## src/design/bee_ram.sv

```systemverilog
// ----------------------------------------------------------------------------
// bee_ram: generic single-write, single-read RAM
// One write port and one read port with registered read data.
// ----------------------------------------------------------------------------
module bee_ram #(
  parameter int WIDTH = 16,
  parameter int DEPTH = 256
) (
  input  logic                     clk,
  input  logic                     we,
  input  logic [$clog2(DEPTH)-1:0] waddr,
  input  logic [WIDTH-1:0]         wdata,
  input  logic [$clog2(DEPTH)-1:0] raddr,
  output logic [WIDTH-1:0]         rdata
);

  logic [WIDTH-1:0] mem [DEPTH];

  always_ff @(posedge clk) begin
    if (we) begin
      mem[waddr] <= wdata;
    end
    rdata <= mem[raddr];
  end

endmodule

```

## config.mk

```make
export PLATFORM = sky130hd
export DESIGN_NAME = bee_ram
export DESIGN_NICKNAME = d
export VERILOG_FILES = /design/src/design/bee_ram.sv
export SDC_FILE = /design/constraint.sdc
export NUM_CORES = 2
export LEC_CHECK = 0
export BUFFER_PORTS_ARGS = -buffer_cell sky130_fd_sc_hd__buf_2
export CORE_ASPECT_RATIO = 1.2
export CORE_MARGIN = 2
export CORE_UTILIZATION = 40
export CTS_BUF_LIST = sky130_fd_sc_hd__clkbuf_4
export DETAILED_ROUTE_END_ITERATION = 10
export PLACE_DENSITY = 0.57
export SYNTH_ARGS = -nofsm -noshare
export SYNTH_HDL_FRONTEND = slang
export SYNTH_SLANG_ARGS = --single-unit
```

## constraint.sdc

```tcl
create_clock -name clk -period 5.4 [get_ports clk]
set_input_delay 0 -clock clk [delete_from_list [all_inputs] [get_ports clk]]
set_output_delay 0 -clock clk [all_outputs]
set_load 0.05 [all_outputs]
```

-- Yosys cells after proc, flatten, opt, wreduce, memory -nomap -nowiden
Memory sizes are Yosys's and may differ from the RTL's. A register that Yosys moved wholly into a read port is not among the register bits.
Index checks and enable logic that the tools add are counted.
- muxes and demuxes: 2
- operators by type and width (operator ; count):
    1-bit 2-to-1 mux ; 2
- memories kept: 1
- bits in writable memories: 4096
- bits in registers: 0
- bits of input ports: 34
- memories (name ; words ; width ; rd ports ; clocked after memory_dff ; write ports ; RTL line ; RTL):
    mem ; 256 ; 16 ; 1 ; 1 ; 1 ; 17 ; logic [WIDTH-1:0] mem [DEPTH];

-- Longest topological paths before layout
- depth after elaboration: 2
- depth in mapped cells: 12
- depth with buffers taken out: 6

-- Worst setup path before layout
Ideal clock, no wire load.
- path kind: input-to-reg
- start point: input port waddr[3]
- end point: memory mem[235][0], enable pin
- setup slack: 3.235 ns
- stages: 6
- library setup time: 0.388 ns
- arrival time: 1.777 ns
- cells stage by stage: clkbuf_1 nor2b_1 clkbuf_1 nand4_1 clkbuf_1 nor2_1
- RTL lines (item ; RTL line ; RTL):
    start, declared ; 11 ; input logic [$clog2(DEPTH)-1:0] waddr,
    end, declared ; 17 ;
No word-level cell before the write port.

==> results_dict.tcl <==
set metrics [dict create \
    synth.top_cell.area_share 0.7750 \
    postCtsSetupBuffers 0 \
    rsz0062_at_grt "no" \
    grt_util_all_layers 0.2227 \
    grt_max_degree 173 \
    critPathKind "primary input to register" \
    fin_nets 8613 \
    cts.sinks 4112 \
    synth_seq_cells 4112 \
    ant_nets 0 \
    fmax_ghz 0.2195 \
    ys_seq_area_frac 0.7770 \
    r2r_slack_ns 1.36 \
    final-hold-violation-count 0 \
    dr.pass1.iters 6 \
    power.density_nw_per_um2 353.7 \
    start_util 0.4014 \
    syn_area_per_cell_um2 21.56 \
    async_flop_share 0 \
    rows 253 \
    layout-drive-gt1-share 0.3254 \
    vdd_drop_max_uv 186.1 \
    path_clk_slew_ns 0.07 \
    drc 0 \
    p_leak_nw 58.23 \
    viasPerCell 5.731 \
    first_iter_violations 9562 \
    timing.rr.start "mem[100][3]$_DFFE_PP_" \
    crit_path_frequent_cell "dlygate4sd3_1" \
    cp_top_family "buffers and inverters" \
    cts_tree "yes" \
    synth_cell_types 52 \
    hpwlAfterDp_um 256900 \
    grt_use_met3 0.05189 \
    fp.coreArea_um2 395400 \
    crit_buf_inv 8 \
    grt_use_met1 0.2848 \
    cp_cell_sequence "dlygate4sd3_1, buf_8, nand2b_4, buf_4, buf_12, o22ai_1, nor3_1, dlygate4sd3_1, o21ai_0, dlygate4sd3_1, nand3_1, dlygate4sd3_1, nor4_1, dlygate4sd3_1" \
    hold_buffers 129 \
    placed_area_um2 166800 \
    tightest_slew_ns 1.382 \
    gr-total-overflow 0 \
    io_pins 50 \
    slew_headroom 0.07870 \
    synth.most_common_cell "edfxtp_1" \
    synth_edf_count 4096 \
    arrival_ns 6.14 \
    die_x_um 579.0 \
    wl_um 444800 \
    num_vias 82880 \
    design_area_um2 180800 \
    drv_slew 0 \
    required_ns 6.98 \
    synth_cells 7360 \
    tns_ns 0 \
    critical_path.max_stage_delay_ns 0.67 \
    fin_cells 14460 \
    area_delta_synth_final_pct 13.90 \
    max_cap_violations 0 \
    rr_worst_depth 9 \
    synth_ff_type "edfxtp_1" \
    die_height_um 694.0 \
    finalSetupViolCount 0 \
    critPathCaptureType "register" \
    busiest_layer "met2" \
    grt_pass1_wl_um 625200 \
    skew_ns 0.1327 \
    syn_nets 7394 \
    grtUsageMet2 0.3601 \
    antenna_found_initial 28 \
    root_buffer "clkbuf_4" \
    ys_warn_count 0 \
    crit_path_end "rdata[2]$_DFF_P_" \
    period_needed_ns 4.556 \
    post-route-util 0.4572 \
    clock_path_buffers 5 \
    holdCritPathClass "primary input to register" \
    hold_path.startpoint "raddr[7]" \
    dp.cells 12580 \
    wl_per_cell_um 30.76 \
    cts_resized 0 \
    die_area_um2 401900 \
    cp-start-kind "primary input" \
    startpoint "raddr[1]" \
    gp_congestion 0.9133 \
    synth_area_um2 158700 \
    cp.depth 14 \
    holdWs_ns 0.2408 \
    fin_crit_sh 0.8437 \
    ys_top_cells_by_count "4096 x edfxtp_1, 797 x mux4_2, 565 x mux2i_1" \
    worst_r2r_endpoint "rdata[3]$_DFF_P_" \
    status "finished, final reports clean" \
    numCtsBuffers 1096 \
    clk_latency_ns 1.70 \
    grt_pass1_vias 84630 \
    htreeDepth 7 \
    worst_path_max_delay_cell "nand2b_4" \
    yosysTopAreaCell "edfxtp_1" \
    cp_max_fo 78 \
    port_buffers 49 \
    synthTopCellsByArea "edfxtp_1 77%, mux4_2 11%, mux2i_1 3.6%" \
]
==> logic make-up (layout without fill, tap and decap cells) <==
group | count (synthesis) | in the layout | share of synthesized area
AOI/OAI and AO/OA | 786 | 786 | 0.03537
buffers and inverters | 456 | 2311 | 0.01693
DFF | 4112 | 4112 | 0.7770
muxes | 1450 | 1450 | 0.1550
other | 0 | 18 | 0
and+or+nand+nor | 556 | 556 | 0.01574
==> flip-flops by register name, indices dropped and copies added (netlist names) <==
signal / flops
mem: 4096
rdata: 16
==> power breakdown <==
part / leakage [nW] / total, mW / switching [mW] / internal, mW
registers: 36.9 / 35.3 / 0.0794 / 35.2
clock network: 7.48 / 25.2 / 12.1 / 13.1
logic: 13.8 / 3.48 / 2.30 / 1.17
==> stage by stage <==
| step | worst slack [ns] | power (mW) |
|---|---|---|
| floorplan | 3.235 | 37.70 |
| global placement | 1.185 | 39.27 |
| detailed placement | 1.193 | 39.32 |
| CTS | 1.247 | 64.65 |
| global route | 0.9158 | 66.42 |
| finish | 0.8439 | 63.93 |
==> tightest hold or removal path: stages <==
cell and delay, ns:
dlygate4sd3_1 0.53, buf_2 0.34, nor4bb_2 0.33, buf_4 0.25
a22oi_1 0.21, nand3_1 0.15, nor4_1 0.06
==> final cells by class <==
class	instances	area [µm²]
inverter	4	27.53
fill	33480	214600
clock inverter	209	935.9
multi-input combinational	2792	32960
timing repair buffer	573	5498
antenna	18	45.04
clock buffer	1525	11450
tap	5227	6540
sequential	4112	123300
==> layout by cell type (no fill, tap or decap), types with 18 or more instances in the layout <==
cell / count
a211oi_1: 18
a21oi_1: 175
a221oi_1: 28
a22o_1: 32
a22oi_1: 43
buf_12: 42
buf_2: 28
buf_4: 355
clkbuf_4: 1525
clkinv_1: 173
diode_2: 18
dlygate4sd3_1: 113
edfxtp_1: 4096
inv_2: 18
mux2_2: 88
mux2i_1: 565
mux4_2: 797
nand2_1: 38
nand3_1: 26
nand4_1: 26
nor2_1: 239
nor2_2: 64
nor3_1: 88
o21ai_0: 37
o221ai_1: 252
o22ai_1: 148
o32ai_1: 20
==> metal layers <==
layer | share of wire | routed length, µm
met3 | 0.077 | 34060
met4 | 0.040 | 17680
met1 | 0.39 | 172300
met5 | 0.00011 | 48
met2 | 0.50 | 220700
==> worst min-delay path by stage <==
| stage | to | slack, ns | cells after the start |
|---|---|---|---|
| after global routing | rdata[7]$_DFF_P_ | 0.09 | 7 |
| after detailed placement | mem[115][14]$_DFFE_PP_ | 0.50 | 1 |
| after global placement | mem[115][14]$_DFFE_PP_ | 0.49 | 1 |
| after CTS | mem[229][11]$_DFFE_PP_ | 0.003 | 5 |
| after floorplan | mem[0][0]$_DFFE_PP_ | 0.1 | 0 |
| final | rdata[6]$_DFF_P_ | 0.24 | 7 |
No activity file was read; power rests on OpenSTA's default activity.
