<file path="config.mk">
export PLATFORM = sky130hd
export DESIGN_NAME = bee_log2
export DESIGN_NICKNAME = d
export VERILOG_FILES = /design/src/design/bee_pkg.sv /design/src/design/bee_log2.sv
export SDC_FILE = /design/constraint.sdc
export NUM_CORES = 2
export LEC_CHECK = 0
export ABC_AREA = 1
export BUFFER_PORTS_ARGS = -buffer_cell sky130_fd_sc_hd__buf_2
export CAP_MARGIN = 0
export CORE_MARGIN = 10
export CORE_UTILIZATION = 53
export CTS_BUF_LIST = sky130_fd_sc_hd__clkbuf_4
export DETAILED_ROUTE_END_ITERATION = 6
export HOLD_SLACK_MARGIN = 0.15
export PLACE_DENSITY = 0.79
export SYNTH_ARGS = -nofsm -noshare
export SYNTH_HDL_FRONTEND = slang
export SYNTH_SLANG_ARGS = --single-unit
export TNS_END_PERCENT = 5
</file>
<file path="constraint.sdc">
create_clock -name clk -period 11.8 [get_ports clk]
set_input_delay 2.36 -clock clk [delete_from_list [all_inputs] [get_ports clk]]
set_output_delay 2.36 -clock clk [all_outputs]
set_load 0.005 [all_outputs]
</file>
<file path="src/design/bee_pkg.sv">
// ----------------------------------------------------------------------------
// bee_pkg: shared types and constants of the byte entropy estimator
// Holds the sequencer state type, the log unit status group and fixed-point
// constants.
// ----------------------------------------------------------------------------
package bee_pkg;

  localparam int BIN_COUNT = 256;
  localparam int BIN_AW    = 8;
  localparam int LOG_FRAC  = 16;
  localparam int MANT_W    = 31;

  localparam logic [15:0] THRESH_RESET = 16'd31949;
  localparam logic [16:0] ENT_MAX_Q12  = 17'd32768;
  localparam logic [16:0] ONE_Q12      = 17'd4096;
  localparam logic [16:0] HALF_Q12     = 17'd2048;

  typedef enum logic [3:0] {
    ST_CLEAR,
    ST_IDLE,
    ST_UPD,
    ST_LOGN,
    ST_WAITLOG,
    ST_MUL,
    ST_ACC,
    ST_BRD,
    ST_BCHK,
    ST_DIVSET,
    ST_DIV,
    ST_FIN
  } seq_state_t;

  typedef struct packed {
    logic busy;
    logic done;
  } log_stat_t;

endpackage

</file>
<file path="src/design/bee_log2.sv">
// ----------------------------------------------------------------------------
// bee_log2: iterative base-2 logarithm
// Returns log2(x) in Q.16 by normalizing x and squaring the mantissa once
// per cycle, one fraction bit per step.
// ----------------------------------------------------------------------------
module bee_log2 #(
  parameter int XW = 14
) (
  input  logic                               clk,
  input  logic                               rst_n,
  input  logic                               start,
  input  logic [XW-1:0]                      x,
  output bee_pkg::log_stat_t                 stat,
  output logic [$clog2(XW)+bee_pkg::LOG_FRAC-1:0] result
);

  localparam int KW = $clog2(XW);
  localparam int MW = bee_pkg::MANT_W;

  logic                        busy_r, busy_nxt;
  logic                        done_r, done_nxt;
  logic [3:0]                  step_r, step_nxt;
  logic [MW-1:0]               m_r, m_nxt;
  logic [bee_pkg::LOG_FRAC-1:0] frac_r, frac_nxt;
  logic [KW-1:0]               k_r, k_nxt;
  logic [KW-1:0]               k_enc;
  logic [2*MW-1:0]             sq;
  logic [MW:0]                 sq_top;

  // Highest set bit of the operand.
  always_comb begin
    k_enc = '0;
    for (int j = 0; j < XW; j++) begin
      if (x[j]) begin
        k_enc = KW'(j);
      end
    end
  end

  assign sq     = m_r * m_r;
  assign sq_top = sq[2*MW-1:MW-1];

  always_comb begin
    busy_nxt = busy_r;
    done_nxt = 1'b0;
    step_nxt = step_r;
    m_nxt    = m_r;
    frac_nxt = frac_r;
    k_nxt    = k_r;
    if (start) begin
      busy_nxt = 1'b1;
      step_nxt = '0;
      k_nxt    = k_enc;
      frac_nxt = '0;
      m_nxt    = MW'(x) << (5'(MW - 1) - 5'(k_enc));
    end else if (busy_r) begin
      // A squared mantissa of two or more yields a one bit and is halved.
      if (sq_top[MW]) begin
        m_nxt    = sq_top[MW:1];
        frac_nxt = {frac_r[bee_pkg::LOG_FRAC-2:0], 1'b1};
      end else begin
        m_nxt    = sq_top[MW-1:0];
        frac_nxt = {frac_r[bee_pkg::LOG_FRAC-2:0], 1'b0};
      end
      step_nxt = step_r + 4'd1;
      if (step_r == 4'd15) begin
        busy_nxt = 1'b0;
        done_nxt = 1'b1;
      end
    end
  end

  always_ff @(posedge clk) begin
    if (!rst_n) begin
      busy_r <= 1'b0;
      done_r <= 1'b0;
    end else begin
      busy_r <= busy_nxt;
      done_r <= done_nxt;
    end
    step_r <= step_nxt;
    m_r    <= m_nxt;
    frac_r <= frac_nxt;
    k_r    <= k_nxt;
  end

  assign stat.busy = busy_r;
  assign stat.done = done_r;
  assign result    = {k_r, frac_r};

endmodule
</file>
# After elaboration in Yosys (flattened, before gate mapping)
# Cells that the tools add are included.
# word_totals
out_inout_bits,22
in_bits,17
regBits,57
# classes
n_mux,21
bitwise_logic,2
shifts,1
eq_ne,1
n_mul,1
n_addsub,2
n_reduce_logical,2
# ops
operator,n
2-to-1 mux 31 bit,3
multiplier 31 x 31 -> 62 bit,1
2-to-1 mux 4 bit,12
left shift 14 x 5 -> 31 bit,1
2-to-1 mux 1 bit,6
"subtractor 5 x 4 -> 5 bit, first input constant",1
"adder 4 x 1 -> 4 bit, second input constant",1
"equality test 4 bit, second input constant",1
OR reduction 3 bit,1
NOT 1 bit,2
nonzero test 2 bit,1

# Longest topological paths before layout
# logic_depth
word_depth,16
ltp_mapped,36
depth_no_buf,32

# Least setup slack after synthesis
# No wires, ideal clock.
# synth_path
path_type,register -> register
from,register m_r[5]
to,register m_r[2] (data pin)
slack_ns,4.640
t_required_ns,11.545
synth_period_minus_slack_ns,7.160
path_stages_with_launch,30
arrival_ns,6.904
path_cell_list,edfxtp_1 clkbuf_1 clkbuf_1 nand2_1 fa_1 inv_1 fa_1 fa_1 inv_1 fa_1 inv_1 fa_1 fa_1 fa_1 inv_1 fa_1 inv_1 ha_1 a21oi_1 o21ai_0 a21oi_1 o21ai_2 a21oi_2 nand3_1 nand2_4 inv_2 buf_6 buf_6 nor2_1 nor2_1
# synth_between
elab_chain_len,4
# synth_lines
item,line_no,rtl
from (decl),bee_log2.sv:23,"logic [MW-1:0] m_r, m_nxt;"
from (signal assigned),bee_log2.sv:82,m_r <= m_nxt;
multiplier 31 x 31 -> 62 bit,bee_log2.sv:40,assign sq = m_r * m_r;
2-to-1 mux 31 bit,bee_log2.sv:58,if (sq_top[MW]) begin
2-to-1 mux 31 bit,bee_log2.sv:56,end else if (busy_r) begin
2-to-1 mux 31 bit,bee_log2.sv:50,if (start) begin
named net m_nxt[2],bee_log2.sv:23,
# The timed path passes the listed nets, and every way through them passes these cells. The select of a mux whose other input is x is not followed.
# A chain may end at the register's enable or synchronous reset.

# Worst setup path after layout
# layout_path
from,register m_r[15]
to,register m_r[22] (data pin)
# Same word-level chain as after synthesis.

==> impl_metrics.csv <==
group,metric,value,unit
clocking,cts_hold_buf,0,
layout,final_cell_mix,"inv_1 (1202), nand2_1 (775), fa_1 (747), ha_1 (269), nand3_1 (155)",
floorplanning,dieWidth,263,um
min_path,min_from,"step_r[3]$_SDFFE_PP0P_",
critical_path,reg2reg_to,"m_r[22]$_DFFE_PP_",
critical_path,cp_top_family,"adder cells",
min_path,holdCritPathClass,"flop to flop",
timing,post-route-period-util,0.745,
critical_path,slowest_stage,"edfxtp_1",
timing,skew,22.9,ps
critical_path,crit_path_start,"m_r[15]$_DFFE_PP_",
clocking,clockBufferDepth,2,
floorplanning,core-area,0.0580,mm^2
timing,tightest_slew,940,ps
route,drt-wirelength-per-cell,18.1,um
clocking,cts_tree,"yes",
timing,rsz0062_at_grt,"no",
synthesis,syn_area,0.0312,mm^2
timing,maxSlewViolCount,0,
place,dp_hpwl,67.0,mm
timing,setup_viol,0,
floorplanning,rows,88,
critical_path,critPathBufInv,7,
clocking,cts_setup_buffers,0,
layout,finalNetCount,4823,
critical_path,worstSetupEndpoint,"m_r[22]$_DFFE_PP_",
status,status,"complete, no violations",
job,maxCapViolations,0,
place,placed_cells,4544,
critical_path,critPathMaxFanout,33,
layout,drive_gt1_frac,0.0321,
clocking,clkSlewWorstSetupHoldPaths,120,ps
timing,slew_headroom,0.373,
critical_path,arrival,9000,ps
route,via_count,24200,
timing,layout_min_cycle_time,8790,ps
timing,fmax,114,MHz
clocking,cts_buffers,9,
synthesis,synth.ff_latch_count,57,
critical_path,r2r_start,"m_r[15]$_DFFE_PP_",
route,first_iter_violations,2198,
route,via_per_inst,5.29,
grt,grt_pass1_wl,136,mm
synthesis,syn_inst,3829,
critical_path,crit_path_max_incr_delay,950,ps
layout,area_growth,3.37,%
clocking,cts_resized,0,
timing,hold_viol,0,
grt,gr-total-overflow,0,
synthesis,ys_warn_count,0,
route,postRouteAntennaNets,0,
synthesis,netlist-cell-type-count,46,
critical_path,cp.required,12010,ps
critical_path,cp-start-kind,"flop",
route,drc,0,
clocking,clock_latency,470,ps
grt,gr-usage-all-layers,0.245,
timing,fin_ws,3010,ps
synthesis,avgSynthCellArea,8.16,um^2
place,gp_congestion,1.01,
critical_path,reg2reg_depth,28,
synthesis,synth_fp_nets,4862,
clocking,h-tree-depth,3,
floorplanning,io_pins,39,
floorplanning,start_util,0.538,
critical_path,ff2ff_setup_slack,3010,ps
critical_path,path_class,"flop to flop",
clocking,cts-root-buf,"clkbuf_4",
place,pre_cts_ws,3130,ps
synthesis,yosysSeqAreaShare,0.0477,
route,finalWirelength,82.4,mm
critical_path,path_depth,28,
place,port_buffers,38,
layout,final_common_cell,"inv_1",
timing,tns,0,ps
floorplanning,die-area,0.0691,mm^2
grt,grt_pass1_vias,26100,
grt,grt_max_degree,47,
clocking,cts.sinks,57,
grt,antenna_found_initial,1,
layout,finalNonFillerCells,4565,
route,first_pass_iters,6,
critical_path,path_common_cell,"fa_1",
critical_path,cp-end-kind,"flop",
floorplanning,die_h,263,um
[sequential cells by signal, summed over array words and instances, names as in the netlist]
signal,flops
step_r,4
k_r,4
busy_r,1
frac_r,16
m_r,31
done_r,1
[logic make-up (layout without fill, tap and decap cells)]
| logic type | after synthesis | count (layout) | share of synthesized area |
|---|---|---|---|
| xor+xnor | 43 | 43 | 0.0121 |
| simple gates | 1121 | 1121 | 0.145 |
| flops | 57 | 57 | 0.0477 |
| buf+inv | 1340 | 1306 | 0.162 |
| other cells | 0 | 5 | 0 |
| compound gates | 252 | 252 | 0.0462 |
| fa+ha+maj | 1016 | 1016 | 0.586 |
[cell type report]
| class | count | area (um^2) |
|---|---|---|
| fillers | 5219 | 25700 |
| multi-input cells | 2432 | 24700 |
| inverters | 1219 | 4580 |
| flip-flops and latches | 57 | 1490 |
| well taps | 765 | 957 |
| repair buffers | 71 | 438 |
| clock buffers | 10 | 75.1 |
| clock inverters | 6 | 66.3 |
| diodes | 5 | 12.5 |
[metrics by stage]
stage / area [um^2] / hold WS, ps / util
final: 32300 / 466 / 0.557
after floorplan: 31200 / 422 / -
after global placement: 32100 / 436 / 0.554
after global routing: 32300 / 518 / 0.557
after CTS: 32300 / 468 / 0.556
after detailed placement: 32100 / 445 / 0.554
[Yosys cell counts, drive strengths merged]
| cell type | count | share of area |
|---|---|---|
| a211oi | 4 | 0.00096 |
| a21boi | 5 | 0.0012 |
| a21o | 12 | 0.0029 |
| a21oi | 104 | 0.017 |
| a31o | 3 | 0.00084 |
| a31oi | 11 | 0.0022 |
| and2 | 1 | 0.00020 |
| and3 | 1 | 0.00020 |
| buf | 26 | 0.0044 |
| clkbuf | 95 | 0.011 |
| clkinv | 2 | 0.00024 |
| dfxtp | 22 | 0.014 |
| edfxtp | 35 | 0.034 |
| fa | 747 | 0.48 |
| ha | 269 | 0.11 |
| inv | 1217 | 0.15 |
| nand2 | 778 | 0.094 |
| nand3 | 157 | 0.025 |
| nand3b | 6 | 0.0014 |
| nand4 | 15 | 0.0030 |
| nor2 | 149 | 0.019 |
| nor3 | 8 | 0.0013 |
| nor4 | 2 | 0.00040 |
| o211ai | 3 | 0.00072 |
| o21a | 9 | 0.0022 |
| o21ai | 68 | 0.011 |
| o21bai | 18 | 0.0044 |
| o22ai | 15 | 0.0030 |
| or2 | 4 | 0.00080 |
| xnor2 | 21 | 0.0059 |
| xor2 | 22 | 0.0062 |
[worst min-delay path by stage]
stage                                         end  slack, ps  cells past startpoint
after floorplan            step_r[3]$_SDFFE_PP0P_        420                      1
after detailed placement  frac_r[15]$_SDFFE_PP0P_        450                      2
after global placement     step_r[3]$_SDFFE_PP0P_        440                      1
final                      step_r[3]$_SDFFE_PP0P_        470                      1
after global routing       step_r[3]$_SDFFE_PP0P_        520                      1
after CTS                  step_r[3]$_SDFFE_PP0P_        470                      1
[routing by layer]
metal	routed length (um)	track usage	part of all wire
met1	31800	0.317	0.39
met2	39500	0.409	0.48
met3	8330	0.0486	0.10
met4	2760	0.0726	0.033
met5	0	0	0
Power is left out: the tool's default activity adds up to more than one toggle a clock period on the data nets, which glitch-free logic cannot reach.
